### src/rtl/lts_pkg.sv
// ----------------------------------------------------------------------------
// Lexer token scanner package
// Shared types, token kinds, scanner states, character codes and keywords.
// ----------------------------------------------------------------------------
package lts_pkg;

  typedef enum logic [4:0] {
    K_IDENT    = 5'd0,
    K_INT      = 5'd1,
    K_REAL     = 5'd2,
    K_STRING   = 5'd3,
    K_TYPE     = 5'd4,
    K_ADD      = 5'd5,
    K_MUL      = 5'd6,
    K_REL      = 5'd7,
    K_OR       = 5'd8,
    K_AND      = 5'd9,
    K_NOT      = 5'd10,
    K_EQUALITY = 5'd11,
    K_SEMI     = 5'd12,
    K_COMMA    = 5'd13,
    K_LPAREN   = 5'd14,
    K_RPAREN   = 5'd15,
    K_LBRACE   = 5'd16,
    K_RBRACE   = 5'd17,
    K_ASSIGN   = 5'd18,
    K_IF       = 5'd19,
    K_WHILE    = 5'd20,
    K_RETURN   = 5'd21,
    K_ELSE     = 5'd22,
    K_END      = 5'd23,
    K_ERROR    = 5'd24
  } token_kind_t;

  typedef enum logic [3:0] {
    ST_START,
    ST_INT,
    ST_DOT,
    ST_REAL,
    ST_REL,
    ST_BAR,
    ST_AMP,
    ST_NOT,
    ST_ASSIGN,
    ST_IDENT,
    ST_QUOTE,
    ST_STRBODY
  } scan_state_t;

  typedef struct packed {
    logic [7:0] character;
    logic       end_of_input;
  } char_word_t;

  typedef struct packed {
    token_kind_t token_kind;
    logic [7:0]  token_length;
    logic        last_of_item;
  } token_t;

  typedef struct packed {
    scan_state_t state;
    logic [7:0]  length;
  } scan_regs_t;

  localparam int TOKEN_FIFO_DEPTH = 4;

  localparam logic [7:0] CH_END    = 8'h24;
  localparam logic [7:0] CH_QUOTE  = 8'h22;
  localparam logic [7:0] CH_APOS   = 8'h27;
  localparam logic [7:0] CH_PLUS   = 8'h2B;
  localparam logic [7:0] CH_MINUS  = 8'h2D;
  localparam logic [7:0] CH_STAR   = 8'h2A;
  localparam logic [7:0] CH_SLASH  = 8'h2F;
  localparam logic [7:0] CH_LT     = 8'h3C;
  localparam logic [7:0] CH_GT     = 8'h3E;
  localparam logic [7:0] CH_BAR    = 8'h7C;
  localparam logic [7:0] CH_AMP    = 8'h26;
  localparam logic [7:0] CH_BANG   = 8'h21;
  localparam logic [7:0] CH_EQ     = 8'h3D;
  localparam logic [7:0] CH_SEMI   = 8'h3B;
  localparam logic [7:0] CH_LPAREN = 8'h28;
  localparam logic [7:0] CH_RPAREN = 8'h29;
  localparam logic [7:0] CH_LBRACE = 8'h7B;
  localparam logic [7:0] CH_RBRACE = 8'h7D;
  localparam logic [7:0] CH_DOT    = 8'h2E;
  localparam logic [7:0] CH_SPACE  = 8'h20;
  localparam logic [7:0] CH_TAB    = 8'h09;
  localparam logic [7:0] CH_UNDER  = 8'h5F;

  // Keywords packed with the first character in the low byte.
  localparam logic [47:0] WORD_INT    = 48'h00_00_00_74_6E_69;
  localparam logic [47:0] WORD_FLOAT  = 48'h00_74_61_6F_6C_66;
  localparam logic [47:0] WORD_VOID   = 48'h00_00_64_69_6F_76;
  localparam logic [47:0] WORD_IF     = 48'h00_00_00_00_66_69;
  localparam logic [47:0] WORD_WHILE  = 48'h00_65_6C_69_68_77;
  localparam logic [47:0] WORD_RETURN = 48'h6E_72_75_74_65_72;
  localparam logic [47:0] WORD_ELSE   = 48'h00_00_65_73_6C_65;

endpackage

### src/rtl/lts_if.sv
// ----------------------------------------------------------------------------
// Lexer token scanner channel
// Valid/ready channel that moves one word of the given payload type.
// ----------------------------------------------------------------------------
interface lts_if #(
  parameter type payload_t = logic
);
  logic     valid;
  logic     ready;
  payload_t data;

  modport source (output valid, output data, input ready);
  modport sink (input valid, input data, output ready);
endinterface

### src/rtl/lexer_token_scanner.sv
// ----------------------------------------------------------------------------
// Lexer token scanner
// Character-at-a-time scanning automaton that emits token kinds and lengths.
// ----------------------------------------------------------------------------
//  channel   dir   word         fields
//  chars     in    char_word_t  character[7:0], end_of_input
//  tokens    out   token_t      token_kind[4:0], token_length[7:0], last_of_item
//
// A character is taken when chars.valid and chars.ready are both high;
// its state update and tokens are done in that cycle, and the tokens land
// in a four-word output queue. The queue sends one token a cycle while
// tokens.ready is high; chars.ready drops when fewer than two queue words
// are free. Synchronous reset returns the automaton to its start state and
// empties the queue.
// ----------------------------------------------------------------------------
module lexer_token_scanner import lts_pkg::*; #(
  parameter int KEYWORD_CHARS = 6
) (
  input logic clk,
  input logic rst,
  lts_if.sink   chars,
  lts_if.source tokens
);

  scan_regs_t                 regs;
  scan_regs_t                 regs_next;
  logic [8*KEYWORD_CHARS-1:0] kwbuf;
  logic [8*KEYWORD_CHARS-1:0] kwbuf_next;
  logic [1:0]                 tok_count;
  token_t                     tok0;
  token_t                     tok1;
  logic                       room_for_two;
  logic                       accept;
  char_word_t                 in_word;
  token_t                     out_word;

  assign in_word      = chars.data;
  assign chars.ready  = room_for_two;
  assign accept       = chars.valid && room_for_two;
  assign tokens.data  = out_word;

  lts_scan #(
    .KeywordChars(KEYWORD_CHARS)
  ) u_scan (
    .regs       (regs),
    .kwbuf      (kwbuf),
    .word       (in_word),
    .regs_next  (regs_next),
    .kwbuf_next (kwbuf_next),
    .tok_count  (tok_count),
    .tok0       (tok0),
    .tok1       (tok1)
  );

  lts_fifo u_fifo (
    .clk          (clk),
    .rst          (rst),
    .push_count   (accept ? tok_count : 2'd0),
    .push0        (tok0),
    .push1        (tok1),
    .room_for_two (room_for_two),
    .out_valid    (tokens.valid),
    .out_ready    (tokens.ready),
    .out_word     (out_word)
  );

  always_ff @(posedge clk) begin
    if (rst) begin
      regs.state  <= ST_START;
      regs.length <= 8'd0;
      kwbuf       <= '0;
    end else if (accept) begin
      regs  <= regs_next;
      kwbuf <= kwbuf_next;
    end
  end

endmodule

### src/rtl/lts_scan.sv
// ----------------------------------------------------------------------------
// Lexer token scanner step
// Next state of the scanning automaton and the tokens one character causes.
// ----------------------------------------------------------------------------
module lts_scan import lts_pkg::*; #(
  parameter int KeywordChars = 6
) (
  input  scan_regs_t                    regs,
  input  logic [8*KeywordChars-1:0]     kwbuf,
  input  char_word_t                    word,
  output scan_regs_t                    regs_next,
  output logic [8*KeywordChars-1:0]     kwbuf_next,
  output logic [1:0]                    tok_count,
  output token_t                        tok0,
  output token_t                        tok1
);

  localparam int KW = 8 * KeywordChars;

  logic [7:0]       c;
  logic             letter;
  logic             digit;
  logic             blank;
  logic [7:0]       longer;
  logic [KW-1:0]    kw_taken;
  token_kind_t      ident_kind;
  logic             have_a;
  token_kind_t      kind_a;
  logic [7:0]       len_a;
  logic             have_b;
  token_kind_t      kind_b;
  logic             rescan;
  scan_state_t      st;
  logic [7:0]       ln;
  logic [KW-1:0]    kb;

  function automatic logic word_is(input logic [KW-1:0] buf_v, input logic [7:0] len_v,
                                   input logic [47:0] word_v, input logic [7:0] n);
    return (len_v == n) && (buf_v == KW'(word_v));
  endfunction

  assign c      = word.end_of_input ? CH_END : word.character;
  assign letter = (c >= 8'h41 && c <= 8'h5A) || (c >= 8'h61 && c <= 8'h7A) || c == CH_UNDER;
  assign digit  = c >= 8'h30 && c <= 8'h39;
  assign blank  = c == CH_SPACE || c == CH_TAB;
  assign longer = (regs.length == 8'hFF) ? regs.length : regs.length + 8'd1;

  always_comb begin
    kw_taken = kwbuf;
    for (int i = 0; i < KeywordChars; i++) begin
      if (regs.length == 8'(i)) begin
        kw_taken[8*i +: 8] = c;
      end
    end
  end

  always_comb begin
    if (word_is(kwbuf, regs.length, WORD_INT, 8'd3) ||
        word_is(kwbuf, regs.length, WORD_FLOAT, 8'd5) ||
        word_is(kwbuf, regs.length, WORD_VOID, 8'd4)) begin
      ident_kind = K_TYPE;
    end else if (word_is(kwbuf, regs.length, WORD_IF, 8'd2)) begin
      ident_kind = K_IF;
    end else if (word_is(kwbuf, regs.length, WORD_WHILE, 8'd5)) begin
      ident_kind = K_WHILE;
    end else if (word_is(kwbuf, regs.length, WORD_RETURN, 8'd6)) begin
      ident_kind = K_RETURN;
    end else if (word_is(kwbuf, regs.length, WORD_ELSE, 8'd4)) begin
      ident_kind = K_ELSE;
    end else begin
      ident_kind = K_IDENT;
    end
  end

  always_comb begin
    have_a = 1'b0;
    kind_a = K_ERROR;
    len_a  = regs.length;
    rescan = 1'b0;
    st     = regs.state;
    ln     = regs.length;
    kb     = kwbuf;

    // An open token either absorbs the character, completes with it, or
    // closes and hands the character back to the start state.
    unique case (regs.state)
      ST_START: begin
        rescan = 1'b1;
      end
      ST_INT: begin
        if (digit) begin
          ln = longer;
        end else if (c == CH_DOT) begin
          st = ST_DOT;
          ln = longer;
        end else begin
          have_a = 1'b1;
          kind_a = K_INT;
          rescan = 1'b1;
        end
      end
      ST_DOT: begin
        if (digit) begin
          st = ST_REAL;
          ln = longer;
        end else begin
          have_a = 1'b1;
          kind_a = K_ERROR;
          rescan = 1'b1;
        end
      end
      ST_REAL: begin
        if (digit) begin
          ln = longer;
        end else begin
          have_a = 1'b1;
          kind_a = K_REAL;
          rescan = 1'b1;
        end
      end
      ST_REL: begin
        have_a = 1'b1;
        kind_a = K_REL;
        if (c == CH_EQ) begin
          len_a = longer;
        end else begin
          rescan = 1'b1;
        end
      end
      ST_BAR: begin
        have_a = 1'b1;
        if (c == CH_BAR) begin
          kind_a = K_OR;
          len_a  = longer;
        end else begin
          kind_a = K_ERROR;
          rescan = 1'b1;
        end
      end
      ST_AMP: begin
        have_a = 1'b1;
        if (c == CH_AMP) begin
          kind_a = K_AND;
          len_a  = longer;
        end else begin
          kind_a = K_ERROR;
          rescan = 1'b1;
        end
      end
      ST_NOT: begin
        have_a = 1'b1;
        if (c == CH_EQ) begin
          kind_a = K_EQUALITY;
          len_a  = longer;
        end else begin
          kind_a = K_NOT;
          rescan = 1'b1;
        end
      end
      ST_ASSIGN: begin
        have_a = 1'b1;
        if (c == CH_EQ) begin
          kind_a = K_EQUALITY;
          len_a  = longer;
        end else begin
          kind_a = K_ASSIGN;
          rescan = 1'b1;
        end
      end
      ST_IDENT: begin
        if (letter || digit) begin
          ln = longer;
          kb = kw_taken;
        end else begin
          have_a = 1'b1;
          kind_a = ident_kind;
          rescan = 1'b1;
        end
      end
      ST_QUOTE: begin
        if (letter || digit || blank) begin
          st = ST_STRBODY;
          ln = longer;
        end else begin
          have_a = 1'b1;
          kind_a = K_ERROR;
          rescan = 1'b1;
        end
      end
      ST_STRBODY: begin
        if (letter || digit || blank) begin
          ln = longer;
        end else if (c == CH_QUOTE) begin
          have_a = 1'b1;
          kind_a = K_STRING;
          len_a  = longer;
        end else begin
          have_a = 1'b1;
          kind_a = K_ERROR;
          rescan = 1'b1;
        end
      end
      default: begin
        rescan = 1'b1;
      end
    endcase

    if (have_a || rescan) begin
      st = ST_START;
      ln = 8'd0;
      kb = '0;
    end

    have_b = 1'b0;
    kind_b = K_END;
    if (rescan) begin
      unique case (c) inside
        CH_END: begin
          have_b = 1'b1;
          kind_b = K_END;
        end
        CH_QUOTE: begin
          st = ST_QUOTE;
          ln = 8'd1;
        end
        CH_PLUS, CH_MINUS: begin
          have_b = 1'b1;
          kind_b = K_ADD;
        end
        CH_STAR, CH_SLASH: begin
          have_b = 1'b1;
          kind_b = K_MUL;
        end
        CH_LT, CH_GT: begin
          st = ST_REL;
          ln = 8'd1;
        end
        CH_BAR: begin
          st = ST_BAR;
          ln = 8'd1;
        end
        CH_AMP: begin
          st = ST_AMP;
          ln = 8'd1;
        end
        CH_BANG: begin
          st = ST_NOT;
          ln = 8'd1;
        end
        CH_EQ: begin
          st = ST_ASSIGN;
          ln = 8'd1;
        end
        CH_SEMI: begin
          have_b = 1'b1;
          kind_b = K_SEMI;
        end
        CH_APOS: begin
          have_b = 1'b1;
          kind_b = K_COMMA;
        end
        CH_LPAREN: begin
          have_b = 1'b1;
          kind_b = K_LPAREN;
        end
        CH_RPAREN: begin
          have_b = 1'b1;
          kind_b = K_RPAREN;
        end
        CH_LBRACE: begin
          have_b = 1'b1;
          kind_b = K_LBRACE;
        end
        CH_RBRACE: begin
          have_b = 1'b1;
          kind_b = K_RBRACE;
        end
        default: begin
          if (letter) begin
            st = ST_IDENT;
            ln = 8'd1;
            kb = KW'(c);
          end else if (digit) begin
            st = ST_INT;
            ln = 8'd1;
          end
        end
      endcase
    end

    regs_next.state  = st;
    regs_next.length = ln;
    kwbuf_next       = kb;
  end

  always_comb begin
    tok_count = 2'(have_a) + 2'(have_b);
    if (have_a) begin
      tok0.token_kind   = kind_a;
      tok0.token_length = len_a;
      tok0.last_of_item = !have_b;
    end else begin
      tok0.token_kind   = kind_b;
      tok0.token_length = 8'd1;
      tok0.last_of_item = 1'b1;
    end
    tok1.token_kind   = kind_b;
    tok1.token_length = 8'd1;
    tok1.last_of_item = 1'b1;
  end

endmodule

### src/rtl/lts_fifo.sv
// ----------------------------------------------------------------------------
// Lexer token scanner output queue
// Queue taking up to two tokens a cycle; sends one a cycle while out_ready.
// ----------------------------------------------------------------------------
module lts_fifo import lts_pkg::*; (
  input  logic       clk,
  input  logic       rst,
  input  logic [1:0] push_count,
  input  token_t     push0,
  input  token_t     push1,
  output logic       room_for_two,
  output logic       out_valid,
  input  logic       out_ready,
  output token_t     out_word
);

  localparam int AW = $clog2(TOKEN_FIFO_DEPTH);

  token_t        mem [TOKEN_FIFO_DEPTH];
  logic [AW-1:0] wr_ptr;
  logic [AW-1:0] rd_ptr;
  logic [AW:0]   count;
  logic          pop;

  assign pop          = out_valid && out_ready;
  assign out_valid    = count != '0;
  assign out_word     = mem[rd_ptr];
  assign room_for_two = count <= (AW+1)'(TOKEN_FIFO_DEPTH - 2);

  always_ff @(posedge clk) begin
    if (push_count != 2'd0) begin
      mem[wr_ptr] <= push0;
    end
    if (push_count == 2'd2) begin
      mem[wr_ptr + AW'(1)] <= push1;
    end
  end

  always_ff @(posedge clk) begin
    if (rst) begin
      wr_ptr <= '0;
      rd_ptr <= '0;
      count  <= '0;
    end else begin
      wr_ptr <= wr_ptr + AW'(push_count);
      if (pop) begin
        rd_ptr <= rd_ptr + AW'(1);
      end
      count <= count + (AW+1)'(push_count) - (AW+1)'(pop);
    end
  end

endmodule

### src/flat_wrapper.sv
// flat-port wrapper written by rule: the top's interface ports become plain ports
module lexer_token_scanner_flat import lts_pkg::*;
#(
  parameter int KEYWORD_CHARS = 6
)
  (clk, rst, chars_valid, chars_data, chars_ready, tokens_valid, tokens_data, tokens_ready);
  lts_if #(.payload_t(char_word_t)) chars_i ();
  lts_if #(.payload_t(token_t)) tokens_i ();
  input logic clk;
  input logic rst;
  input wire logic [$bits(chars_i.valid)-1:0] chars_valid;
  input wire logic [$bits(chars_i.data)-1:0] chars_data;
  output wire logic [$bits(chars_i.ready)-1:0] chars_ready;
  output wire logic [$bits(tokens_i.valid)-1:0] tokens_valid;
  output wire logic [$bits(tokens_i.data)-1:0] tokens_data;
  input wire logic [$bits(tokens_i.ready)-1:0] tokens_ready;
  assign chars_i.valid = chars_valid;
  assign chars_i.data = chars_data;
  assign chars_ready = chars_i.ready;
  assign tokens_valid = tokens_i.valid;
  assign tokens_data = tokens_i.data;
  assign tokens_i.ready = tokens_ready;
  lexer_token_scanner #(.KEYWORD_CHARS(KEYWORD_CHARS)) u_core (.clk(clk), .rst(rst), .chars(chars_i), .tokens(tokens_i));
endmodule
### config.mk
export PLATFORM = sky130hd
export DESIGN_NAME = lexer_token_scanner_flat
export DESIGN_NICKNAME = d
export VERILOG_FILES = /design/src/rtl/lts_pkg.sv /design/src/rtl/lts_if.sv /design/src/rtl/lexer_token_scanner.sv /design/src/rtl/lts_scan.sv /design/src/rtl/lts_fifo.sv /design/src/flat_wrapper.sv
export SDC_FILE = /design/constraint.sdc
export NUM_CORES = 1
export LEC_CHECK = 0
export BUFFER_PORTS_ARGS = -buffer_cell sky130_fd_sc_hd__buf_2
export CORE_ASPECT_RATIO = 1.25
export CORE_MARGIN = 1
export CORE_UTILIZATION = 65
export DETAILED_ROUTE_END_ITERATION = 6
export MAX_ROUTING_LAYER = met4
export PLACE_DENSITY = 0.79
export RECOVER_POWER = 100
export SYNTH_ARGS = -nofsm -noshare
export SYNTH_HDL_FRONTEND = slang
export SYNTH_HIERARCHICAL = 1
export SYNTH_SLANG_ARGS = --single-unit
### constraint.sdc
create_clock -name clk -period 9 [get_ports clk]
set_clock_uncertainty 0.15 [all_clocks]
set_input_delay 1.8 -clock clk [delete_from_list [all_inputs] [get_ports clk]]
set_output_delay 1.8 -clock clk [all_outputs]
set_load 0.01 [all_outputs]
Word-level counts from Yosys, hierarchy flattened
Memories as Yosys holds them, arrays and structs flattened. A register that Yosys moved wholly into a read port is not among the register bits.
Index checks and enable logic that the tools add are counted.
{"block": "word_totals", "memories": 1, "ramBits": 56, "ff_bits": 67, "in_bits": 13}
{"block": "op_classes", "order_cmp": 7, "add_sub_neg": 7, "n_eq_ne": 48, "mux": 81, "n_reduce_logical": 34}
{"memory": "u_core.u_fifo.mem", "depth": 4, "word_bits": 14, "rd": 1, "rd_ports_with_merged_regs": 1, "write_ports": 2, "line_no": "lts_fifo.sv:19", "text": "token_t mem [TOKEN_FIFO_DEPTH];"}
{"operator": "$mux 48", "count": 6}
{"operator": "$mux 8", "count": 22}
{"operator": "$eq 8x6->1 const B", "count": 17}
{"operator": "$eq 48x31->1 const B", "count": 2}
{"operator": "$eq 48x39->1 const B", "count": 2}
{"operator": "$mux 5", "count": 15}
{"operator": "$pmux 8 s4", "count": 2}
{"operator": "$eq 48x15->1 const B", "count": 1}
{"operator": "$eq 48x23->1 const B", "count": 1}
{"operator": "$eq 48x47->1 const B", "count": 1}
{"operator": "$pmux 5 s9", "count": 1}
{"operator": "$pmux 5 s8", "count": 1}
{"operator": "$eq 8x7->1 const B", "count": 4}
{"operator": "$mux 4", "count": 8}
{"operator": "$pmux 4 s7", "count": 1}
{"operator": "$eq 8x3->1 const B", "count": 3}
{"operator": "$reduce_or 18->1", "count": 1}
{"operator": "$mux 1", "count": 17}
{"operator": "$eq 4x3->1 const B", "count": 4}
{"operator": "$eq 4x4->1 const B", "count": 4}
{"operator": "$eq 8x2->1 const B", "count": 2}
{"operator": "$ge 8x7->1 const B", "count": 2}
{"operator": "$le 8x7->1 const B", "count": 2}
{"operator": "$pmux 8 s2", "count": 1}
{"operator": "other kinds (31)", "count": 57}

Longest topological paths before layout
Gate-level depths: netlist of run 1.
{"block": "logic_depth", "ltp_word": 15, "ltp_mapped": 18}

Modules after synthesis
Netlist of run 1, hierarchy kept.
{"module": "lts_fifo", "seq_area_each_um2": 1861.8, "cells_each": 186, "instances": 1, "area_per_inst_um2": 3326.9}
{"module": "lts_scan", "seq_area_each_um2": 0.0, "cells_each": 458, "instances": 1, "area_per_inst_um2": 2966.6}
{"module": "lexer_token_scanner", "seq_area_each_um2": 1201.2, "cells_each": 277, "instances": 1, "area_per_inst_um2": 2691.3}

Least setup slack after synthesis of run 1
Ideal clock, no wire load.
{"block": "synth_timing", "path_type": "input port to flip-flop", "from": "input port chars_data[5]", "to": "memory u_core/u_fifo/mem[0][0] (netlist name), enable pin", "setup_slack_ns": 2.931, "t_arrival_ns": 5.511, "n_path_buf": 3, "cell_stages": 13, "setup_time_ns": 0.407, "required_ns": 8.443, "path_cell_list": "buf_6 > or3b_1 > buf_2 > o41a_1 > o211ai_1 > o211ai_1 > and2b_1 > buf_2 > inv_2 > ha_1 > and3_1 > nor2_1 > o31ai_1"}
{"item": "start, declared", "line_no": "flat_wrapper.sv:12", "text": "input wire logic [$bits(chars_i.data)-1:0] chars_data;"}
{"item": "end, declared", "line_no": "lts_fifo.sv:19"}

==> results of run 1 <==
power breakdown:
group / internal [mW] / total (mW) / leakage, nW / switching, mW
clock: 0.443 / 0.704 / 0.291 / 0.261
combinational: 0.131 / 0.354 / 1.92 / 0.223
sequential: 0.629 / 0.669 / 1.06 / 0.0400
total: 1.20 / 1.73 / 3.27 / 0.524
worst min-delay path by stage:
stage                          start                to  slack [ns]
finish              u_core/kwbuf[15]  u_core/kwbuf[15]        0.41
global route        u_core/kwbuf[47]  u_core/kwbuf[47]        0.46
CTS                 u_core/kwbuf[15]  u_core/kwbuf[15]        0.41
detailed placement  u_core/kwbuf[15]  u_core/kwbuf[15]        0.40
global placement    u_core/kwbuf[47]  u_core/kwbuf[47]        0.39
floorplan           u_core/kwbuf[47]  u_core/kwbuf[47]        0.37
through the flow:
| stage | power [mW] | utilization | instance area, um^2 |
|---|---|---|---|
| 2_1_floorplan | 0.9758 | - | 9011 |
| 3_3_place_gp | 1.033 | 0.6675 | 8911 |
| 3_5_place_dp | 1.047 | 0.6675 | 8911 |
| 4_1_cts | 1.747 | 0.7129 | 9517 |
| 5_1_grt | 1.785 | 0.7007 | 9354 |
| 6_report | 1.727 | 0.7007 | 9354 |
state kept, by name, summed over array words and instances (netlist names), named ones only:
name and cells:
u_core/u_fifo/rd_ptr 2, u_core/kwbuf 48, u_core/u_fifo/wr_ptr 2, u_core/u_fifo/count 3
u_core/u_fifo/mem 56, u_core/regs 12
worst register-to-register path: cells and delay by family (launching register included):
| family | cells | cell delay [ns] |
|---|---|---|
| AND/OR/NAND/NOR | 5 | 3.16 |
| buffers and inverters | 1 | 0.19 |
| flip-flops | 1 | 0.66 |
| adder cells (fa/ha/maj) | 1 | 0.24 |
| AO/OA/AOI/OAI | 2 | 0.85 |
metal layers:
metal | global-route usage | up-vias | share of wire
li1 | - | 3406 | -
met1 | 0.4064 | 3551 | 0.39
met3 | 0.04550 | 75 | 0.058
met5 | - | - | 0
met4 | 0.1788 | 0 | 0.040
met2 | 0.5857 | 319 | 0.51
cell type report:
| cell class | instances | area, um^2 |
|---|---|---|
| clock buffers | 19 | 442.9 |
| well taps | 171 | 214.0 |
| clock inverters | 13 | 162.7 |
| multi-input cells | 696 | 5240 |
| repair buffers | 36 | 160.2 |
| fillers | 986 | 3995 |
| flip-flops and latches | 125 | 3063 |
| inverters | 19 | 71.32 |
cells by family (layout without fill, tap and decap cells):
group | after synthesis | in the layout | synth area share
simple gates | 339 | 339 | 0.2170
buf+inv | 107 | 87 | 0.06851
xor+xnor | 12 | 12 | 0.01476
compound gates | 214 | 214 | 0.1863
other cells | 2 | 9 | 0.0008358
flops | 125 | 125 | 0.3409
fa+ha+maj | 11 | 11 | 0.01615
mux | 111 | 111 | 0.1555
cells in the final DEF, fill, tap and decap left out, types with 18 or more instances in the layout:
cell type	netlist	routed
sky130_fd_sc_hd__a21bo_1	44	44
sky130_fd_sc_hd__clkbuf_1	25	23
sky130_fd_sc_hd__mux2i_1	38	38
sky130_fd_sc_hd__a21oi_1	58	66
sky130_fd_sc_hd__nand2_1	32	32
sky130_fd_sc_hd__dfxtp_1	69	69
sky130_fd_sc_hd__mux2_2	44	38
sky130_fd_sc_hd__nor2_1	80	80
sky130_fd_sc_hd__inv_1	18	19
sky130_fd_sc_hd__nand3_1	80	80
sky130_fd_sc_hd__edfxtp_1	56	56
sky130_fd_sc_hd__nor2b_1	17	18
sky130_fd_sc_hd__nor4_1	18	18
==> load_flow_metrics.sql, run 1 <==
INSERT INTO impl_metrics (metric_group, metric, value, unit) VALUES
('global_route', 'track_usage', '0.3488', ''),
('sta', 'final_period_minus_worst_setup_slack', '7.308', 'ns'),
('die', 'initial_core_util', '0.6731', ''),
('detailed_routing', 'route.antenna.remaining_nets', '0', ''),
('worst_setup_path', 'timing.critical_path.fanout_max', '17', ''),
('placement', 'place.detailed.hpwl', '16120', 'um'),
('power', 'power_density', '184.6', 'nW/um^2'),
('sta', 'max_freq', '0.1368', 'GHz'),
('sta', 'rsz0062_at_grt', 'false', ''),
('sta', 'final.period_utilization', '0.8120', ''),
('global_route', 'grt_start_max_net_pins', '121', ''),
('min_path', 'holdCritPathClass', 'flip-flop to flip-flop', ''),
('clocking', 'post-cts-setup-buffers', '0', ''),
('sta', 'timing.setup.tns', '0', 'ns'),
('clocking', 'htree_levels', '4', ''),
('yosys', 'async_reset_ff_frac', '0', ''),
('yosys', 'seq_area_frac_synth', '0.3409', ''),
('final_layout', 'finalNetCount', '919', ''),
('sta', 'fin_worst_hold_slack', '0.4132', 'ns'),
('run_status', 'violations', 'capacitance limit, slew limit', ''),
('detailed_routing', 'post-route-drc-count', '0', ''),
('detailed_routing', 'route.vias.total', '7351', ''),
('worst_setup_path', 'setup.worst_path.end', 'u_core/u_fifo/mem[2][4]', ''),
('yosys', 'synth_seq_cells', '125', ''),
('worst_setup_path', 'timing.critical_path.mode_cell', 'sky130_fd_sc_hd__o211ai_1', ''),
('worst_setup_path', 'timing.rr.end', 'u_core/u_fifo/mem[2][4]', ''),
('worst_setup_path', 'r2r.worst_path.cells', '9', ''),
('min_path', 'worstHoldPathCells', '4', ''),
('die', 'fp.dieArea', '14300', 'um^2'),
('sta', 'finalSetupViolCount', '0', ''),
('yosys', 'synth-main-ff-cell', 'sky130_fd_sc_hd__dfxtp_1', ''),
('worst_setup_path', 'worst_ep_required_time', '8.90', 'ns'),
('yosys', 'post_synthesis_instance_area', '8985', 'um^2'),
('die', 'fp.coreArea', '13350', 'um^2'),
('sta', 'timing_worst_slew_pin_value', '3.368', 'ns'),
('worst_setup_path', 'worst-r2r-setup-slack', '3.37', 'ns'),
('yosys', 'gate_count_after_technology_mapping', '921', ''),
('yosys', 'synth_top_cells_by_count', 'sky130_fd_sc_hd__nand3_1, sky130_fd_sc_hd__nor2_1, sky130_fd_sc_hd__dfxtp_1', ''),
('sta', 'post-route-worst-setup-slack', '1.692', 'ns'),
('clocking', 'clk_latency', '0.42', 'ns'),
('worst_setup_path', 'critical_path.cell_chain', 'clkbuf_1 > nand4bb_1 > o41a_1 > o211ai_1 > o211ai_1 > and2b_1 > inv_1 > ha_1 > and3_1 > nor4bb_2 > a21o_1', ''),
('global_route', 'global_route_wire_length_before_repair', '37150', 'um'),
('worst_setup_path', 'reg2reg_from', 'u_core/regs[11]', ''),
('worst_setup_path', 'critPathSlowestCell', 'sky130_fd_sc_hd__nor4bb_2', ''),
('yosys', 'synthTopCellsByArea', 'sky130_fd_sc_hd__edfxtp_1, sky130_fd_sc_hd__dfxtp_1, sky130_fd_sc_hd__mux2_2, sky130_fd_sc_hd__a21bo_1, sky130_fd_sc_hd__nand3_1', ''),
('worst_setup_path', 'start_kind', 'input pin', ''),
('yosys', 'synth_enable_flop_cells', '56', ''),
('worst_setup_path', 'worst_path_dominant_cell_family', 'simple AND/OR/NAND/NOR gates', ''),
('detailed_routing', 'vias_per_cell', '6.813', ''),
('final_layout', 'final_cells', '1079', ''),
('yosys', 'synth_cell_types', '85', ''),
('yosys', 'yosysWarnings', '6', ''),
('run_status', 'outcome', 'complete, but fails checks', ''),
('global_route', 'number_of_global_route_vias_before_repair', '6989', ''),
('sta', 'drv_slew', '137', ''),
('die', 'ioPinCount', '29', ''),
('die', 'row_count', '47', ''),
('sta', 'max_slew_margin', '-1.245', ''),
('sta', 'hold_viol', '0', ''),
('flow_run', 'max-cap-violations', '3', ''),
('placement', 'gp_congestion', '0.9810', ''),
('power', 'p_leak', '3.270', 'nW'),
('detailed_routing', 'detail_route.wirelength', '23920', 'um'),
('worst_setup_path', 'crit_path_end_kind', 'flip-flop', ''),
('detailed_routing', 'first_iter_violations', '632', ''),
('clocking', 'clkSlewWorstSetupHoldPaths', '0.06', 'ns'),
('global_route', 'global_route.overflow_total', '0', ''),
('clocking', 'clock_tree_from_tritoncts', 'done', ''),
('placement', 'post-place-cells', '1047', ''),
('yosys', 'yosysTopAreaCell', 'sky130_fd_sc_hd__edfxtp_1', ''),
('yosys', 'area_share_of_the_largest_cell_type_after_synthesis', '0.1872', '');
(Power assumes the default switching activity.)
==> run 2, diff against run 1 <==
--- a/config.mk
+++ b/config.mk
@@ -8,10 +8,10 @@
 export BUFFER_PORTS_ARGS = -buffer_cell sky130_fd_sc_hd__buf_2
 export CORE_ASPECT_RATIO = 1.25
 export CORE_MARGIN = 1
-export CORE_UTILIZATION = 65
+export CORE_UTILIZATION = 64
 export DETAILED_ROUTE_END_ITERATION = 6
 export MAX_ROUTING_LAYER = met4
-export PLACE_DENSITY = 0.79
+export PLACE_DENSITY = 0.78
 export RECOVER_POWER = 100
 export SYNTH_ARGS = -nofsm -noshare
 export SYNTH_HDL_FRONTEND = slang
==> constraint.sdc (replaced) <==
create_clock -name clk -period 7.5 [get_ports clk]
set_clock_uncertainty 0.15 [all_clocks]
set_input_delay 1.5 -clock clk [delete_from_list [all_inputs] [get_ports clk]]
set_output_delay 1.5 -clock clk [all_outputs]
set_load 0.01 [all_outputs]
==> load_flow_metrics.sql, run 2 (same netlist as run 1, synthesis figures left out) <==
INSERT INTO impl_metrics (metric_group, metric, value, unit) VALUES
('run_status', 'outcome', 'complete, but fails checks', ''),
('run_status', 'violations', 'capacitance limit, slew limit', ''),
('placement', 'post_dp_cell_area', '8924', 'um^2'),
('sta', 'rsz0062_at_grt', 'false', ''),
('final_layout', 'finalNetCount', '921', ''),
('final_layout', 'largest_registers', 'u_core/u_fifo/mem: 56 flops, u_core/kwbuf: 48 flops, u_core/regs: 12 flops', ''),
('flow_run', 'max-cap-violations', '2', ''),
('global_route', 'number_of_global_route_vias_before_repair', '6890', ''),
('final_layout', 'max_flop_register', 'u_core/u_fifo/mem', ''),
('detailed_routing', 'route.antenna.remaining_nets', '0', ''),
('worst_setup_path', 'critPathSlowestCell', 'sky130_fd_sc_hd__nor2b_1', ''),
('global_route', 'gr-usage-met3', '0.04681', ''),
('power', 'worst_ir_drop_vdd', '0.1639', 'mV'),
('clocking', 'clock_tree_from_tritoncts', 'done', ''),
('placement', 'dp_worst_setup_slack', '1.521', 'ns'),
('final_layout', 'area_delta_synth_final', '4.164', '%'),
('power', 'p_leak', '3.289', 'nW'),
('detailed_routing', 'detailedRoute.firstPassIterationCount', '5', ''),
('detailed_routing', 'vias_per_cell', '6.715', ''),
('sta', 'timing.setup.tns', '0', 'ns'),
('global_route', 'global_route_wire_length_before_repair', '36380', 'um'),
('die', 'row_count', '48', ''),
('worst_setup_path', 'start_kind', 'input pin', ''),
('placement', 'post-place-cells', '1052', ''),
('global_route', 'track_usage', '0.3333', ''),
('clocking', 'clk_latency', '0.42', 'ns'),
('clocking', 'cts_repair_resize_count', '0', ''),
('final_layout', 'drive_gt1_frac', '0.1758', ''),
('final_layout', 'most_used_cells_in_the_layout_excluding_fill_and_tap_cells', 'sky130_fd_sc_hd__nand3_1, sky130_fd_sc_hd__nor2_1, sky130_fd_sc_hd__dfxtp_1, sky130_fd_sc_hd__a21oi_1, sky130_fd_sc_hd__edfxtp_1', ''),
('die', 'die_height', '134.5', 'um'),
('sta', 'finalSetupViolCount', '0', ''),
('die', 'initial_core_util', '0.6533', ''),
('sta', 'max_slew_margin', '-1.370', ''),
('die', 'fp.coreArea', '13750', 'um^2'),
('detailed_routing', 'first_iter_violations', '626', ''),
('clocking', 'clkSlewWorstSetupHoldPaths', '0.07', 'ns'),
('sta', 'post-route-worst-setup-slack', '1.204', 'ns'),
('global_route', 'grt_start_max_net_pins', '113', ''),
('clocking', 'cts.root.buffer_cell', 'sky130_fd_sc_hd__clkbuf_16', ''),
('worst_setup_path', 'crit_type', 'input pin to flip-flop', ''),
('global_route', 'global_route.overflow_total', '0', ''),
('global_route', 'global_route.usage.met1', '0.3819', ''),
('clocking', 'cts.sinks', '125', ''),
('worst_setup_path', 'timing.critical_path.fanout_max', '16', ''),
('worst_setup_path', 'worstSetupStartpoint', 'chars_data[0]', ''),
('worst_setup_path', 'slowest_delay', '0.87', 'ns'),
('final_layout', 'final_cells', '1086', ''),
('detailed_routing', 'routed_wire_length_per_instance', '21.51', 'um'),
('worst_setup_path', 'timing.rr.end', 'u_core/u_fifo/mem[1][11]', ''),
('clocking', 'cts.hold.buffers_added', '0', ''),
('worst_setup_path', 'setup.worst_path.end', 'u_core/u_fifo/mem[1][10]', ''),
('sta', 'final_period_minus_worst_setup_slack', '6.296', 'ns'),
('final_layout', 'max_ffs_per_register', '56', ''),
('worst_setup_path', 'r2r.worst_path.cells', '10', ''),
('worst_setup_path', 'crit_path_end_kind', 'flip-flop', ''),
('sta', 'drv_slew', '183', ''),
('power', 'total_power', '2.034', 'mW'),
('clocking', 'cts-buffers-inserted', '17', ''),
('sta', 'max_freq', '0.1588', 'GHz'),
('global_route', 'grtUsageMet2', '0.5725', ''),
('detailed_routing', 'route.vias.total', '7293', ''),
('worst_setup_path', 'worst_ep_arrival_time', '6.19', 'ns'),
('die', 'ioPinCount', '29', ''),
('worst_setup_path', 'worst_ep_required_time', '7.39', 'ns'),
('final_layout', 'filler_cell_count', '1077', ''),
('power', 'power_density', '217.3', 'nW/um^2'),
('die', 'die_w', '108.0', 'um'),
('detailed_routing', 'detail_route.wirelength', '23370', 'um'),
('clocking', 'maximum_clock_insertion_buffer_count', '2', ''),
('worst_setup_path', 'timing.critical_path.mode_cell', 'sky130_fd_sc_hd__clkbuf_1', ''),
('detailed_routing', 'post-route-drc-count', '0', ''),
('worst_setup_path', 'reg2reg_from', 'u_core/regs[11]', ''),
('clocking', 'htree_levels', '4', ''),
('clocking', 'post-cts-setup-buffers', '0', ''),
('placement', 'io_buffer_count', '28', ''),
('global_route', 'grt_antenna_before_repair', '0', ''),
('sta', 'hold_viol', '0', ''),
('worst_setup_path', 'worst-r2r-setup-slack', '3.10', 'ns'),
('final_layout', 'most_frequent_standard_cell_in_the_layout_excluding_fill_and_tap_cells', 'sky130_fd_sc_hd__nand3_1', ''),
('final_layout', 'finalInstanceArea', '9359', 'um^2'),
('die', 'fp.dieArea', '14520', 'um^2'),
('sta', 'final.period_utilization', '0.8395', ''),
('placement', 'gp_congestion', '1.059', ''),
('global_route', 'global_route.peak_usage_layer', 'met2', ''),
('sta', 'timing_worst_slew_pin_value', '3.556', 'ns'),
('placement', 'place.detailed.hpwl', '16090', 'um'),
('worst_setup_path', 'critical_path.cell_chain', 'clkbuf_1 > nor2b_1 > o211ai_1 > o31ai_1 > a21o_1 > and2b_1 > buf_4 > inv_1 > ha_1 > and3_1 > mux2i_1 > nor2_1 > clkbuf_1', ''),
('min_path', 'holdCritPathClass', 'flip-flop to flip-flop', '');
run 2: layer usage:
layer	vias up	routed length, um
li1	3391	-
met1	3576	9393
met2	259	12180
met3	67	961
met4	0	832
met5	-	0
run 2: where the power goes:
part / total (mW) / internal (mW) / leakage, nW / switching (mW)
registers: 0.805 / 0.754 / 1.06 / 0.0516
clock network: 0.798 / 0.440 / 0.269 / 0.358
logic: 0.430 / 0.160 / 1.96 / 0.270
run 2: through the flow:
step                      utilization  hold slack [ns]
after floorplan                     -           0.3720
after global placement         0.6488           0.3878
after detailed placement       0.6488           0.4025
after CTS                      0.6906           0.4150
after global routing           0.6803           0.4476
final                          0.6805           0.4165
run 2: cell type report:
class	instances	area, um^2	area share
Inverter	19	71.32	0.007620
Tap cell	175	219.0	0.02340
Multi-Input combinational cell	696	5245	0.5604
Sequential cell	125	3063	0.3273
Antenna cell	1	2.502	0.0002674
Timing Repair Buffer	38	183.9	0.01965
Clock inverter	15	148.9	0.01591
Clock buffer	17	425.4	0.04545
run 2: how the worst min path moves through the flow:
stage                startpoint          endpoint  slack, ns  depth (start not counted)
2_1_floorplan  u_core/kwbuf[47]  u_core/kwbuf[47]       0.37                          4
3_3_place_gp   u_core/kwbuf[47]  u_core/kwbuf[47]       0.39                          4
3_5_place_dp   u_core/kwbuf[47]  u_core/kwbuf[47]       0.40                          4
4_1_cts        u_core/kwbuf[47]  u_core/kwbuf[47]       0.42                          4
5_1_grt        u_core/kwbuf[47]  u_core/kwbuf[47]       0.45                          4
6_report       u_core/kwbuf[47]  u_core/kwbuf[47]       0.42                          4
run 2: critical path: cells and delay by family:
family / cells / cell delay [ns]
compound gates: 3 / 1.23
simple gates: 4 / 1.94
buf+inv: 4 / 1.05
mux: 1 / 0.20
fa+ha+maj: 1 / 0.27
==> run 3, diff against run 2 <==
--- a/config.mk
+++ b/config.mk
@@ -5,6 +5,7 @@
 export SDC_FILE = /design/constraint.sdc
 export NUM_CORES = 1
 export LEC_CHECK = 0
+export ABC_AREA = 1
 export BUFFER_PORTS_ARGS = -buffer_cell sky130_fd_sc_hd__buf_2
 export CORE_ASPECT_RATIO = 1.25
 export CORE_MARGIN = 1
==> constraint.sdc (replaced) <==
create_clock -name clk -period 6.3 [get_ports clk]
set_clock_uncertainty 0.15 [all_clocks]
set_input_delay 1.26 -clock clk [delete_from_list [all_inputs] [get_ports clk]]
set_output_delay 1.26 -clock clk [all_outputs]
set_load 0.01 [all_outputs]
==> load_flow_metrics.sql, run 3 <==
INSERT INTO impl_metrics (metric_group, metric, value, unit) VALUES
('placement', 'dp_worst_setup_slack', '0.6093', 'ns'),
('final_layout', 'max_flop_register', 'u_core/u_fifo/mem', ''),
('die', 'ioPinCount', '29', ''),
('yosys', 'synth_cell_types', '50', ''),
('worst_setup_path', 'worst_path_dominant_cell_family', 'simple AND/OR/NAND/NOR gates', ''),
('worst_setup_path', 'start_kind', 'input pin', ''),
('final_layout', 'area_delta_synth_final', '5.109', '%'),
('yosys', 'yosysWarnings', '6', ''),
('clocking', 'cts.root.buffer_cell', 'sky130_fd_sc_hd__clkbuf_16', ''),
('clocking', 'clkSlewWorstSetupHoldPaths', '0.06', 'ns'),
('worst_setup_path', 'reg2reg_from', 'u_core/regs[8]', ''),
('yosys', 'synth_top_family_by_area', 'simple AND/OR/NAND/NOR gates', ''),
('sta', 'final_period_minus_worst_setup_slack', '5.592', 'ns'),
('power', 'combPwrFrac', '0.402', ''),
('clocking', 'clock_tree_from_tritoncts', 'done', ''),
('yosys', 'synth-xor-area-share', '0.002669', ''),
('power', 'switching_share', '0.4173', ''),
('yosys', 'synthTopCellsByArea', 'sky130_fd_sc_hd__nand2_1, sky130_fd_sc_hd__edfxtp_1, sky130_fd_sc_hd__dfxtp_1, sky130_fd_sc_hd__nor2_1, sky130_fd_sc_hd__inv_1', ''),
('final_layout', 'most_frequent_standard_cell_in_the_layout_excluding_fill_and_tap_cells', 'sky130_fd_sc_hd__nand2_1', ''),
('die', 'fp.dieArea', '15890', 'um^2'),
('sta', 'rsz0062_at_grt', 'false', ''),
('sta', 'hold_viol', '0', ''),
('detailed_routing', 'routed_wire_length_per_instance', '15.11', 'um'),
('final_layout', 'most_used_cells_in_the_layout_excluding_fill_and_tap_cells', 'sky130_fd_sc_hd__nand2_1, sky130_fd_sc_hd__nor2_1, sky130_fd_sc_hd__inv_1, sky130_fd_sc_hd__o21ai_0, sky130_fd_sc_hd__nand3_1', ''),
('worst_setup_path', 'worst_ep_arrival_time', '5.77', 'ns'),
('min_path', 'holdCritPathClass', 'flip-flop to flip-flop', ''),
('yosys', 'synth_simple_gate_area_share', '0.4049', ''),
('detailed_routing', 'post-route-drc-count', '0', ''),
('clocking', 'clk_latency', '0.43', 'ns'),
('run_status', 'violations', 'capacitance limit, slew limit', ''),
('clocking', 'cts-buffers-inserted', '17', ''),
('sta', 'timing.setup.tns', '0', 'ns'),
('final_layout', 'max_ffs_per_register', '56', ''),
('worst_setup_path', 'worst-path-buf-inv', '6', ''),
('worst_setup_path', 'worstSetupStartpoint', 'chars_data[0]', ''),
('worst_setup_path', 'worst-r2r-setup-slack', '1.89', 'ns'),
('worst_setup_path', 'setup.worst_path.end', 'u_core/u_fifo/count[2]', ''),
('power', 'power_density', '364.8', 'nW/um^2'),
('power', 'total_switching_power', '1.576', 'mW'),
('global_route', 'grt_start_max_net_pins', '113', ''),
('worst_setup_path', 'r2r.worst_path.cells', '13', ''),
('yosys', 'gate_count_after_technology_mapping', '1603', ''),
('global_route', 'track_usage', '0.3601', ''),
('global_route', 'grt_antenna_before_repair', '0', ''),
('sta', 'max_freq', '0.1788', 'GHz'),
('yosys', 'async_reset_ff_frac', '0', ''),
('placement', 'place.detailed.hpwl', '19740', 'um'),
('power', 'power.sequential.fraction', '0.322', ''),
('yosys', 'seq_area_frac_synth', '0.3111', ''),
('yosys', 'area_share_of_the_largest_cell_type_after_synthesis', '0.1861', ''),
('power', 'clock_network_power_share', '0.276', ''),
('worst_setup_path', 'worst_ep_required_time', '6.47', 'ns'),
('detailed_routing', 'detailedRoute.firstPassIterationCount', '5', ''),
('worst_setup_path', 'worstSetupPathDepth', '22', ''),
('sta', 'final.period_utilization', '0.8877', ''),
('final_layout', 'n_antenna_cell', '0', ''),
('worst_setup_path', 'crit_type', 'input pin to flip-flop', ''),
('detailed_routing', 'route.vias.total', '9818', ''),
('yosys', 'yosys.cell_count.top_type', 'sky130_fd_sc_hd__nand2_1', ''),
('die', 'die_w', '112.9', 'um'),
('global_route', 'global_route.overflow_total', '0', ''),
('final_layout', 'largest_registers', 'u_core/u_fifo/mem: 56 flops, u_core/kwbuf: 48 flops, u_core/regs: 12 flops', ''),
('worst_setup_path', 'timing.rr.end', 'u_core/kwbuf[27]', ''),
('yosys', 'synth_enable_flop_cells', '56', ''),
('clocking', 'cts.hold.buffers_added', '0', ''),
('die', 'die_height', '140.7', 'um'),
('power', 'p_int', '2.200', 'mW'),
('die', 'fp.coreArea', '15010', 'um^2'),
('flow_run', 'max-cap-violations', '1', ''),
('sta', 'post-route-worst-setup-slack', '0.7076', 'ns'),
('clocking', 'post-cts-setup-buffers', '0', ''),
('sta', 'timing_worst_slew_pin_value', '1.522', 'ns'),
('yosys', 'synth-main-ff-cell', 'sky130_fd_sc_hd__dfxtp_1', ''),
('placement', 'io_buffer_count', '28', ''),
('power', 'total_power', '3.775', 'mW'),
('worst_setup_path', 'critPathSlowestCell', 'sky130_fd_sc_hd__nor2_1', ''),
('die', 'row_count', '50', ''),
('yosys', 'post_synthesis_adder_cell_area_fraction', '0.01474', ''),
('detailed_routing', 'vias_per_cell', '5.482', ''),
('yosys', 'avgSynthCellArea', '6.141', 'um^2'),
('final_layout', 'finalInstanceArea', '10350', 'um^2'),
('sta', 'max_slew_margin', '-0.01771', ''),
('global_route', 'global_route_wire_length_before_repair', '43740', 'um'),
('placement', 'gp_congestion', '1.015', ''),
('clocking', 'maximum_clock_insertion_buffer_count', '2', ''),
('yosys', 'synth.area.mux_share', '0', ''),
('final_layout', 'drive_gt1_frac', '0.06837', ''),
('yosys', 'post_synthesis_instance_area', '9844', 'um^2'),
('final_layout', 'final_cells', '1791', ''),
('power', 'worst_ir_drop_vdd', '0.1954', 'mV'),
('clocking', 'htree_levels', '4', ''),
('sta', 'drv_slew', '35', ''),
('clocking', 'cts.sinks', '125', ''),
('placement', 'post-place-cells', '1759', ''),
('yosys', 'synth_top_cells_by_count', 'sky130_fd_sc_hd__nand2_1, sky130_fd_sc_hd__nor2_1, sky130_fd_sc_hd__inv_1', ''),
('detailed_routing', 'detail_route.wirelength', '27070', 'um'),
('global_route', 'number_of_global_route_vias_before_repair', '9298', ''),
('final_layout', 'fin_util', '0.6892', ''),
('clocking', 'cts_repair_resize_count', '0', ''),
('detailed_routing', 'route.antenna.remaining_nets', '0', ''),
('worst_setup_path', 'slowest_delay', '0.51', 'ns'),
('final_layout', 'finalNetCount', '1620', ''),
('power', 'p_leak', '5.112', 'nW'),
('placement', 'post_dp_cell_area', '9886', 'um^2'),
('yosys', 'yosysTopAreaCell', 'sky130_fd_sc_hd__nand2_1', ''),
('yosys', 'synthesized_area_fraction_occupied_by_ao_oa_aoi_and_oai_cells', '0.1218', ''),
('worst_setup_path', 'critical_path.cell_chain', 'clkbuf_1 > inv_2 > nand2_1 > nand2_2 > nor2_4 > nand3_1 > nand2_1 > inv_2 > nand4_4 > nor2_1 > nand2_1 > nand4_1 > ha_1 > inv_1 > nor2_1 > inv_2 > ha_1 > inv_1 > fa_1 > or2_2 > a21oi_1 > nor2_1', ''),
('worst_setup_path', 'timing.critical_path.fanout_max', '15', ''),
('sta', 'finalSetupViolCount', '0', ''),
('worst_setup_path', 'crit_path_end_kind', 'flip-flop', ''),
('die', 'initial_core_util', '0.6557', ''),
('sta', 'fin_worst_hold_slack', '0.3550', 'ns'),
('final_layout', 'filler_cell_count', '1365', ''),
('yosys', 'synth_seq_cells', '125', ''),
('detailed_routing', 'first_iter_violations', '751', ''),
('run_status', 'outcome', 'complete, but fails checks', '');
-- run 3: cell types whose count changed in the layout (fill, tap and decap cells not counted), moves of 39 or more --
cell | previous run | this run
sky130_fd_sc_hd__a21oi_1 | 61 | 15
sky130_fd_sc_hd__a21bo_1 | 44 | 0
sky130_fd_sc_hd__nor2_1 | 80 | 247
sky130_fd_sc_hd__o21ai_0 | 10 | 110
sky130_fd_sc_hd__inv_1 | 19 | 225
sky130_fd_sc_hd__nand2_1 | 32 | 489
sky130_fd_sc_hd__o21ai_1 | 0 | 39
sky130_fd_sc_hd__mux2_2 | 44 | 0
-- run 3: kinds of logic after synthesis --
group / Yosys count
simple gates: 933
buf+inv: 322
compound gates: 207
flops: 125
fa+ha+maj: 11
xor+xnor: 3
other cells: 2
-- run 3: power groups by stage --
stage	clock network, mW	registers (mW)	logic [mW]
2_1_floorplan	0	1.17	1.22
3_3_place_gp	0	1.23	1.50
3_5_place_dp	0	1.23	1.54
4_1_cts	1.05	1.22	1.56
5_1_grt	1.08	1.24	1.72
6_report	1.04	1.21	1.52
-- run 3: worst min path at each step --
stage,startpoint,end,slack (ns),cells after the start
final,u_core/u_fifo/rd_ptr[0],u_core/u_fifo/rd_ptr[0],0.35,2
after global routing,u_core/u_fifo/rd_ptr[0],flip-flop,0.37,2
after CTS,u_core/u_fifo/rd_ptr[0],u_core/u_fifo/rd_ptr[0],0.35,2
after detailed placement,u_core/u_fifo/rd_ptr[0],u_core/u_fifo/rd_ptr[0],0.33,2
after global placement,u_core/u_fifo/rd_ptr[0],u_core/u_fifo/rd_ptr[0],0.32,2
after floorplan,u_core/u_fifo/rd_ptr[0],flip-flop,0.30,2
-- run 3: worst register-to-register path, delay by kind of cell, from the launching register on --
kind,cells,cell delay (ns)
and+or+nand+nor,8,2.58
DFF,1,0.40
buffers and inverters,5,1.22
-- run 3: per-layer routing --
metal	vias to the layer above	wire, um	global-route usage
li1	5026	-	-
met1	4365	10460	0.3554
met2	301	13830	0.6524
met3	126	966	0.04084
met4	0	1808	0.2632
met5	-	0	-
-- run 3: layout make-up --
cell class,count,area [um^2],area share
Timing Repair Buffer,44,222.7,0.02152
Clock buffer,18,429.2,0.04148
Inverter,245,919.6,0.08888
Multi-Input combinational cell,1163,5293,0.5115
Sequential cell,125,3063,0.2960
Tap cell,182,227.7,0.02201
Clock inverter,14,192.7,0.01862
